### config.mk
export PLATFORM = sky130hd
export DESIGN_NAME = mcb_ctrl
export DESIGN_NICKNAME = d
export VERILOG_FILES = /design/src/rtl/core/mcb_pkg.sv /design/src/rtl/core/mcb_ctrl.sv
export SDC_FILE = /design/constraint.sdc
export NUM_CORES = 1
export LEC_CHECK = 0
export ABC_AREA = 1
export BUFFER_PORTS_ARGS = -buffer_cell sky130_fd_sc_hd__clkbuf_2
export CAP_MARGIN = 20
export CORE_MARGIN = 2
export CORE_UTILIZATION = 48
export DETAILED_ROUTE_END_ITERATION = 7
export PLACE_DENSITY = 0.82
export SLEW_MARGIN = 10
export SYNTH_ARGS = -nofsm -noshare
export SYNTH_HDL_FRONTEND = slang
export SYNTH_SLANG_ARGS = --single-unit
### constraint.sdc
create_clock -name clk -period 3.95 [get_ports clk]
set_clock_uncertainty 0.2 [all_clocks]
set_input_delay 0.395 -clock clk [delete_from_list [all_inputs] [get_ports clk]]
set_output_delay 0.395 -clock clk [all_outputs]
set_load 0.05 [all_outputs]
### src/rtl/core/mcb_pkg.sv
// Maze carver package: field widths, function/direction/cell codes,
// register indexes and the command/status structs between controller and datapath.
// No dependencies.
package mcb_pkg;

  localparam int MAX_DIM_DEF     = 64;
  localparam int STACK_DEPTH_DEF = 1024;

  localparam int FUNC_W  = 2;
  localparam int DIR_W   = 2;
  localparam int COORD_W = 6;
  localparam int CNT_W   = 11;
  localparam int CODE_W  = 2;
  localparam int GRID_W  = 7;
  localparam int DATA_W  = 32;
  localparam int PADDR_W = 3;
  localparam int ADDR_LSB = 2;
  localparam int MIN_DIM = 5;

  localparam logic [GRID_W-1:0] GRID_RESET = 7'd31;

  localparam logic [FUNC_W-1:0] FUNC_INIT = 2'd0;
  localparam logic [FUNC_W-1:0] FUNC_STEP = 2'd1;
  localparam logic [FUNC_W-1:0] FUNC_READ = 2'd2;

  localparam logic [DIR_W-1:0] DIR_UP    = 2'd0;
  localparam logic [DIR_W-1:0] DIR_LEFT  = 2'd1;
  localparam logic [DIR_W-1:0] DIR_DOWN  = 2'd2;
  localparam logic [DIR_W-1:0] DIR_RIGHT = 2'd3;

  localparam logic [CODE_W-1:0] CODE_OPEN      = 2'd0;
  localparam logic [CODE_W-1:0] CODE_WALL      = 2'd1;
  localparam logic [CODE_W-1:0] CODE_UNVISITED = 2'd2;

  localparam logic REG_ROWS = 1'b0;
  localparam logic REG_COLS = 1'b1;

  // which cell a map row read targets
  typedef logic [2:0] row_src_t;
  localparam row_src_t SRC_UP   = 3'd0;
  localparam row_src_t SRC_MID  = 3'd1;
  localparam row_src_t SRC_DN   = 3'd2;
  localparam row_src_t SRC_SEL  = 3'd3;
  localparam row_src_t SRC_CMID = 3'd4;
  localparam row_src_t SRC_CTGT = 3'd5;

  typedef struct packed {
    logic     load_item;
    logic     clr_res;
    logic     init;
    logic     row_rd;
    row_src_t row_src;
    logic     row_wr;
    logic     cap_up;
    logic     cap_mid;
    logic     cap_dn;
    logic     cap_code;
    logic     set_done;
    logic     pop_issue;
    logic     pop_load;
    logic     scan_start;
    logic     scan_run;
    logic     push;
    logic     move;
    logic     set_rej;
    logic     load_out;
  } dp_cmd_t;

  typedef struct packed {
    logic [FUNC_W-1:0] func;
    logic              done;
    logic              cnt_zero;
    logic              cnt_multi;
    logic              dir_ok;
    logic              sp_zero;
    logic              stk_full;
    logic              scan_done;
    logic              seen;
  } dp_stat_t;

endpackage

### src/rtl/core/mcb_ctrl.sv
// Maze carver controller: sequences init, read and step items over the
// datapath and owns the input/output handshakes. Depends on mcb_pkg.
module mcb_ctrl (
  input  logic              clk,
  input  logic              rst_n,
  input  logic              in_valid,
  output logic              in_ready,
  output logic              out_valid,
  input  logic              out_ready,
  input  mcb_pkg::dp_stat_t stat,
  output mcb_pkg::dp_cmd_t  cmd
);
  import mcb_pkg::*;

  localparam logic [3:0] S_IDLE  = 4'd0;
  localparam logic [3:0] S_DEC   = 4'd1;
  localparam logic [3:0] S_RDC   = 4'd2;
  localparam logic [3:0] S_NB1   = 4'd3;
  localparam logic [3:0] S_NB2   = 4'd4;
  localparam logic [3:0] S_NB3   = 4'd5;
  localparam logic [3:0] S_EVAL  = 4'd6;
  localparam logic [3:0] S_BKWR  = 4'd7;
  localparam logic [3:0] S_POP   = 4'd8;
  localparam logic [3:0] S_SCAN  = 4'd9;
  localparam logic [3:0] S_CARVE = 4'd10;
  localparam logic [3:0] S_CV1W  = 4'd11;
  localparam logic [3:0] S_CV2R  = 4'd12;
  localparam logic [3:0] S_CV2W  = 4'd13;
  localparam logic [3:0] S_FIN   = 4'd14;

  logic [3:0] state_r, state_nxt;
  logic       out_valid_r, out_valid_nxt;

  assign in_ready  = (state_r == S_IDLE);
  assign out_valid = out_valid_r;

  always_comb begin
    cmd       = '0;
    state_nxt = state_r;
    unique case (state_r)
      S_IDLE: begin
        if (in_valid) begin
          cmd.load_item = 1'b1;
          state_nxt     = S_DEC;
        end
      end
      S_DEC: begin
        cmd.clr_res = 1'b1;
        state_nxt   = S_FIN;
        unique case (stat.func)
          FUNC_INIT: cmd.init = 1'b1;
          FUNC_STEP: begin
            if (!stat.done) begin
              cmd.row_rd  = 1'b1;
              cmd.row_src = SRC_UP;
              state_nxt   = S_NB1;
            end
          end
          FUNC_READ: begin
            cmd.row_rd  = 1'b1;
            cmd.row_src = SRC_SEL;
            state_nxt   = S_RDC;
          end
          default: ;
        endcase
      end
      S_RDC: begin
        cmd.cap_code = 1'b1;
        state_nxt    = S_FIN;
      end
      S_NB1: begin
        cmd.cap_up  = 1'b1;
        cmd.row_rd  = 1'b1;
        cmd.row_src = SRC_MID;
        state_nxt   = S_NB2;
      end
      S_NB2: begin
        cmd.cap_mid = 1'b1;
        cmd.row_rd  = 1'b1;
        cmd.row_src = SRC_DN;
        state_nxt   = S_NB3;
      end
      S_NB3: begin
        cmd.cap_dn = 1'b1;
        state_nxt  = S_EVAL;
      end
      S_EVAL: begin
        priority if (stat.cnt_zero) begin
          // dead end: mark current cell open, then backtrack (or set done on an empty stack)
          cmd.row_rd  = 1'b1;
          cmd.row_src = SRC_MID;
          state_nxt   = S_BKWR;
        end else if (stat.cnt_multi) begin
          cmd.scan_start = 1'b1;
          state_nxt      = S_SCAN;
        end else begin
          state_nxt = S_CARVE;
        end
      end
      S_BKWR: begin
        cmd.row_wr = 1'b1;
        if (!stat.sp_zero) begin
          cmd.pop_issue = 1'b1;
          state_nxt     = S_POP;
        end else begin
          cmd.set_done = 1'b1;
          state_nxt    = S_FIN;
        end
      end
      S_POP: begin
        cmd.pop_load = 1'b1;
        state_nxt    = S_FIN;
      end
      S_SCAN: begin
        if (stat.scan_done) begin
          cmd.push  = !stat.seen && !stat.stk_full;
          state_nxt = S_CARVE;
        end else begin
          cmd.scan_run = 1'b1;
        end
      end
      S_CARVE: begin
        if (stat.dir_ok) begin
          cmd.row_rd  = 1'b1;
          cmd.row_src = SRC_CMID;
          state_nxt   = S_CV1W;
        end else begin
          cmd.set_rej = 1'b1;
          state_nxt   = S_FIN;
        end
      end
      S_CV1W: begin
        cmd.row_wr = 1'b1;
        state_nxt  = S_CV2R;
      end
      S_CV2R: begin
        cmd.row_rd  = 1'b1;
        cmd.row_src = SRC_CTGT;
        state_nxt   = S_CV2W;
      end
      S_CV2W: begin
        cmd.row_wr = 1'b1;
        cmd.move   = 1'b1;
        state_nxt  = S_FIN;
      end
      S_FIN: begin
        if (!out_valid_r || out_ready) begin
          cmd.load_out = 1'b1;
          state_nxt    = S_IDLE;
        end
      end
      default: state_nxt = S_IDLE;
    endcase
  end

  always_comb begin
    out_valid_nxt = out_valid_r;
    if (cmd.load_out) out_valid_nxt = 1'b1;
    else if (out_ready) out_valid_nxt = 1'b0;
  end

  always_ff @(posedge clk) begin
    if (!rst_n) begin
      state_r     <= S_IDLE;
      out_valid_r <= 1'b0;
    end else begin
      state_r     <= state_nxt;
      out_valid_r <= out_valid_nxt;
    end
  end

  a_out_from_fin: assert property (@(posedge clk) disable iff (!rst_n)
    $rose(out_valid_r) |-> $past(state_r == S_FIN))
    else $error("result raised outside finish state");

  a_no_push_full: assert property (@(posedge clk) disable iff (!rst_n)
    cmd.push |-> !stat.stk_full)
    else $error("push into full stack");

  a_wr_after_rd: assert property (@(posedge clk) disable iff (!rst_n)
    cmd.row_wr |-> $past(cmd.row_rd))
    else $error("map row write without preceding read");

  a_pop_load: assert property (@(posedge clk) disable iff (!rst_n)
    cmd.pop_issue |=> cmd.pop_load)
    else $error("stack pop not completed");

endmodule
; Yosys cells after proc, flatten, opt, wreduce, memory -nomap -nowiden
; Cells that the tools add are included.
[op_classes]
mux = 41
n_reduce_logical = 11
n_eq_ne = 19
[op_table]
columns = cell, n
row1 = 4-bit case mux with 13 select lines, 1
row2 = 4-bit two-way mux, 8
row3 = "4-bit equality test, second input constant", 7
row4 = 4-bit case mux with 6 select lines, 1
row5 = 1-bit two-way mux, 23
row6 = "4-bit by 3-bit equality test with 1-bit output, second input constant", 4
row7 = 4-bit case mux with 2 select lines, 2
row8 = "4-bit by 2-bit equality test with 1-bit output, second input constant", 2
row9 = 2-bit two-way mux, 4
row10 = 3-bit two-way mux, 2
row11 = "2-bit != test, second input constant", 3
row12 = 3-bit OR reduction, 2
row13 = "4-bit by 1-bit equality test with 1-bit output, second input constant", 1
row14 = 4-bit zero test, 1
row15 = 1-bit zero test, 3
row16 = 3-bit AND reduction, 1
row17 = "2-bit by 1-bit equality test with 1-bit output, second input constant", 1
row18 = "2-bit equality test, second input constant", 1
row19 = 2-bit zero test, 1
row20 = 2-bit nonzero test, 1
row21 = 1-bit logical AND, 1
row22 = 1-bit logical OR, 1
[totals]
elab_cells = 73
out_inout_bits = 23
ff_bits = 5
input_bits = 14

; Depth between registers and ports, before layout
; Gate-level depths: netlist of the first run.
[depth]
word_depth = 5
mapped_depth = 11

; Worst setup path after synthesis of the first run
; OpenSTA, ideal clock, no wires.
[synth_path]
kind = flip-flop to output port
startpoint = register state_r[0]
endpoint = output port cmd[3] (netlist bit)
setup_slack_ps = 1176
required_time_ps = 3355
path_stages_with_launch = 5
t_arrival_ps = 2179
n_path_buf = 0
cell_sequence = dfxtp_1 nand2_2 nor2_2 inv_1 nor4_1
[synth_rtl]
columns = element, line
row1 = from (decl), mcb_ctrl.sv:31  ; logic [3:0] state_r, state_nxt;
row2 = from (signal assigned), mcb_ctrl.sv:167  ; state_r <= state_nxt;
row3 = to (decl), mcb_ctrl.sv:11  ; output mcb_pkg::dp_cmd_t cmd

==> results of run 1 <==
## routing by layer
metal	vias up	GRT usage	part of all wire
li1	483	-	-
met1	412	0.240	0.44
met2	35	0.352	0.49
met3	0	0.0638	0.062
met4	0	0.0813	0
met5	-	0	0
## Yosys cell counts, drive strengths merged
cell / count
o211ai: 1
dfxtp: 5
nor4: 1
inv: 35
ha: 4
buf: 1
nor2: 36
o21ai: 3
nand4: 2
nor3: 2
nand2: 38
nand3: 4
a21oi: 5
## cell families after synthesis
family	share of synthesized area
AOI/OAI and AO/OA	0.0761
and+or+nand+nor	0.524
adders and majority gates	0.0692
buffers and inverters	0.192
DFF	0.138
## worst reg2reg max path, delay by kind of cell, from the launching register on
kind / cells / cell delay [ps]
flops: 1 / 480
buf+inv: 2 / 110
simple gates: 7 / 680
## cell type report
cell class	instances	area, sq um	area share
multi-input cells	96	484	0.514
clock buffers	4	26.3	0.0279
repair buffers	36	180	0.191
well taps	16	20.0	0.0212
flip-flops and latches	5	100	0.106
inverters	35	131	0.139
## per-stage QoR
stage / total power, uW / instance area (sq um) / hold WS (ps)
6_report: 633 / 942 / 155
5_1_grt: 679 / 942 / 181
4_1_cts: 632 / 942 / 150
3_5_place_dp: 570 / 916 / 389
3_3_place_gp: 564 / 916 / 382
2_1_floorplan: 472 / 723 / 293
## sequential cells by signal, indices dropped and copies added, names as in the netlist
signal / flops
out_valid: 1
state_r: 4
## report_power, final
group	internal [uW]	leakage, uW	switching, uW
sequential	66.2	0.0000410	25.9
clock	38.3	0.0000150	21.7
combinational	117	0.000595	364
## worst paths after layout
check,startpoint,end,slack (ps),cells past startpoint
worst max-delay path,state_r[0]$_SDFFE_PN0P_,cmd[17],1780,7
worst min-delay path,rst_n,state_r[2]$_SDFFE_PN0P_,160,3
worst max register to register,state_r[0]$_SDFFE_PN0P_,state_r[2]$_SDFFE_PN0P_,2360,9
worst min register to register,out_valid$_SDFFE_PN0P_,out_valid$_SDFFE_PN0P_,400,4
==> flow_summary.ini, run 1 <==
[synthesis]
avgSynthCellArea_sq_um = 5.28
synthesis.nets = 155
synth_top_cell_area_share = 0.166
synth_area_sq_um = 723
yosys.area.top_type = nand2_1
synthCells = 137
yosys-top-cells-area = nand2_1 17%, inv_1 16%, nor2_1 14%
yosysUniqueCellTypes = 20
ys_seq_area_frac = 0.138
ys_ff_latch = 5
ys_warn_count = 0

[routing]
wirelength_um = 1820
drt-initial-drc-count = 29
first_pass_iters = 4
via_count = 930
ant_nets = 0
via_per_inst = 4.84
drc = 0
wire_per_inst_um = 9.46

[placed_design]
numPlacedInstances = 188
gp_congestion = 0.899
place_hpwl_um = 1590
dp_slack_ps = 2020
port_buffers = 36

[global_routing]
grt_util_all_layers = 0.207
grt_pass1_wl_um = 2950
grt_overflow_total = 0
antenna_found_initial = 0
grt_max_degree = 6
grt_pass1_vias = 770

[setup_path]
setup.worst_path.end_class = output port
startpoint_type = register
slowest_stage = dfxtp_1
path_cells = inv_2 > nor2_2 > nand2_2 > inv_1 > o211ai_1 > nand3_1 > clkbuf_2
criticalPathCategory = reg -> out
critical-path-top-delay-family = flip-flops
cp.arrival_ps = 1570
path_max_fanout = 5
cp.required_ps = 3360
crit_buf_inv = 3
cp_slowest_stage_delay_ps = 480

[sta]
tns_ps = 0
setup_ws_ps = 1780
finalMaxSlewViolations = 0
finalHoldViolCount = 0
rsz0062_at_grt = false
worst_pin_slew_ps = 309
fin_crit_sh = 0.549
fin_crit_ps = 2170
max_freq_mhz = 461
relSlewSlack = 0.793
setup_violations = 0

[clock_tree]
cts_tree = done
cts-resized-gates = 0
cts-hold-fix-buffers = 0
cts_buffer_depth = 2
clk_latency_ps = 250
numCtsBuffers = 3
clock-root-buffer = clkbuf_4
htreeDepth = 1
clk_pin_slew_worst_paths_ps = 50
clkSinkCount = 5
cts_setup_buffers = 0

[die]
start_util = 0.497
dieArea_sq_um = 1830
die_y_um = 42.8
ios = 37
core-area_sq_um = 1450
die_x_um = 42.8
row_count = 14

[job]
drv_cap = 0

[power]
power_density_nw_per_um2 = 672
irDropWorstVdd_v = 0.000565
p_leak_uw = 0.000651

[final_layout]
areaGrowthSynthToFinish_pct = 30.3
finalNonFillerCells = 192
n_fill_cell = 154
antenna_cells = 0
drive_above_1_share = 0.352
utilization = 0.648
layout_common_cells = 36 x clkbuf_2, 32 x nand2_1, 30 x inv_1, 27 x nor2_1, 7 x nor2_2
fin_nets = 195
final_common_cell = clkbuf_2

[run_status]
outcome = completed

[min_path]
hold_class = in -> reg
(Power assumes the default switching activity.)
==> run 2, diff against run 1 <==
- CORE_UTILIZATION: 48 -> 40
- PLACE_DENSITY: 0.82 -> 0.73
- clock period: 3.95 -> 1.9 ns (I/O delays scaled with it)
==> run 2 against run 1 <==
  * First-iteration DRC count down 38%
  * Register-to-register slack got worse by 2000 ps
  * Core utilization down 5.2 points
  * Power rose by 120%
  * Largest cell class unchanged
==> flow_summary.ini, run 2 (synthesized netlist as in run 1, its figures left out) <==
[sta]
finalMaxSlewViolations = 0
tns_ps = 0
setup_violations = 0
max_freq_mhz = 555
fin_crit_ps = 1800
worst_pin_slew_ps = 281
fin_crit_sh = 0.948
relSlewSlack = 0.813
finalHoldViolCount = 0

[placed_design]
gp_congestion = 0.925
placed_cell_area_sq_um = 950
place_hpwl_um = 1760
port_buffers = 36
numPlacedInstances = 197

[setup_path]
path_cells = inv_1 > nand2_1 > nor2_2 > nand2_1 > nor2_1 > clkbuf_4
critical-path-top-delay-family = simple AND/OR/NAND/NOR gates
cp.arrival_ps = 1410
setup.worst_path.end_class = output port
startpoint_type = register
crit_top_cell = nand2_1
cp-startpoint = state_r[3]$_SDFFE_PN0P_
crit_buf_inv = 2
path_max_fanout = 5
cp_slowest_stage_delay_ps = 340
cp.required_ps = 1510
slowest_stage = dfxtp_2
criticalPathCategory = reg -> out
r2r_start = state_r[3]$_SDFFE_PN0P_

[final_layout]
largest_register = state_r
layout_common_cells = 31 x nand2_1, 31 x clkbuf_2, 29 x inv_1, 23 x nor2_1, 10 x nor2_2
n_fill_cell = 179
finalNonFillerCells = 202
areaGrowthSynthToFinish_pct = 40.8
fin_nets = 196
antenna_cells = 0
largest_register_ff_count = 4
postLayoutCellArea_sq_um = 1020
drive_above_1_share = 0.424

[global_routing]
antenna_found_initial = 0
grt_max_degree = 6
grt_pass1_vias = 790
grt_pass1_wl_um = 3000
grt_overflow_total = 0
grt_util_all_layers = 0.191

[clock_tree]
clock-root-buffer = clkbuf_4
cts_tree = done
clk_pin_slew_worst_paths_ps = 40
clk_latency_ps = 240
htreeDepth = 1
cts_setup_buffers = 0
cts_buffer_depth = 2
clkSinkCount = 5
numCtsBuffers = 3

[die]
row_count = 15
start_util = 0.423
ios = 37
die_y_um = 46.5
die_x_um = 46.5
dieArea_sq_um = 2160
core-area_sq_um = 1710

[power]
switching_share = 0.639
power_frac_seq = 0.154
p_leak_uw = 0.000661
intPower_uw = 505
p_clk_frac = 0.086
power_frac_comb = 0.760
power_density_nw_per_um2 = 1370
p_total_uw = 1400
irDropWorstVdd_v = 0.000625
p_sw_uw = 894

[routing]
wirelength_um = 1970
drt-initial-drc-count = 18
drc = 0
ant_nets = 0
first_pass_iters = 4
wire_per_inst_um = 9.76
via_per_inst = 4.62
via_count = 933

[run_status]
outcome = completed

[job]
drv_cap = 0

[min_path]
hold_class = in -> reg
min_from = stat[1]
## run 2: cell types whose count changed in the layout (fill, tap and decap cells not counted), moves of 3 or more
cell,delta
dfxtp_2,+3
clkbuf_2,-5
clkbuf_4,+3
nor2_2,+3
dfxtp_1,-4
nor2_1,-4
## run 2: final timing paths
check	end	slack, ps	cells after the start
worst min-delay path	state_r[0]$_SDFFE_PN0P_	100	4
worst max-delay path	cmd[5]	100	6
worst max register to register	state_r[1]$_SDFFE_PN0P_	400	9
worst min register to register	state_r[1]$_SDFFE_PN0P_	440	4
## run 2: power by group through the flow
stage                     logic, uW  registers, uW  clock network, uW
after global routing           1140            222                137
final                          1060            215                121
after floorplan                 822            187                  0
after detailed placement       1030            195                  0
after global placement         1020            190                  0
after CTS                      1050            197                124
## run 2: stage by stage
stage	utilization	hold WS (ps)	setup slack (ps)
after floorplan	-	87.6	-85.8
after detailed placement	0.556	204	184
after global routing	0.596	118	-3.35
after CTS	0.585	98.4	4.60
final	0.596	99.3	98.3
after global placement	0.556	191	233
## run 2: cell type report
type                            instances  area, sq um  share of cell area
Clock buffer                            4         26.3              0.0258
Inverter                               35          135               0.133
Multi-Input combinational cell         96          518               0.509
Timing Repair Buffer                   37          200               0.197
Tap cell                               25         31.3              0.0307
Sequential cell                         5          108               0.106
## run 2: per-layer routing
metal  GRT usage  wire length [um]
met2       0.356               997
met4      0.0743                18
met1       0.214               842
met5           0                 0
met3      0.0275               114
## run 2: worst reg2reg max path: cells and delay by family (launching register included)
| family | cells | cell delay [ps] |
|---|---|---|
| compound gates | 1 | 120 |
| buf+inv | 1 | 110 |
| flops | 1 | 340 |
| simple gates | 7 | 650 |
## run 2: timing repair
action	4_1_cts	5_1_grt
hold endpoints to repair	1	0
pin swaps	0	1
hold buffers	1	0
endpoints found under the setup margin	4	7
gates resized for setup	6	11
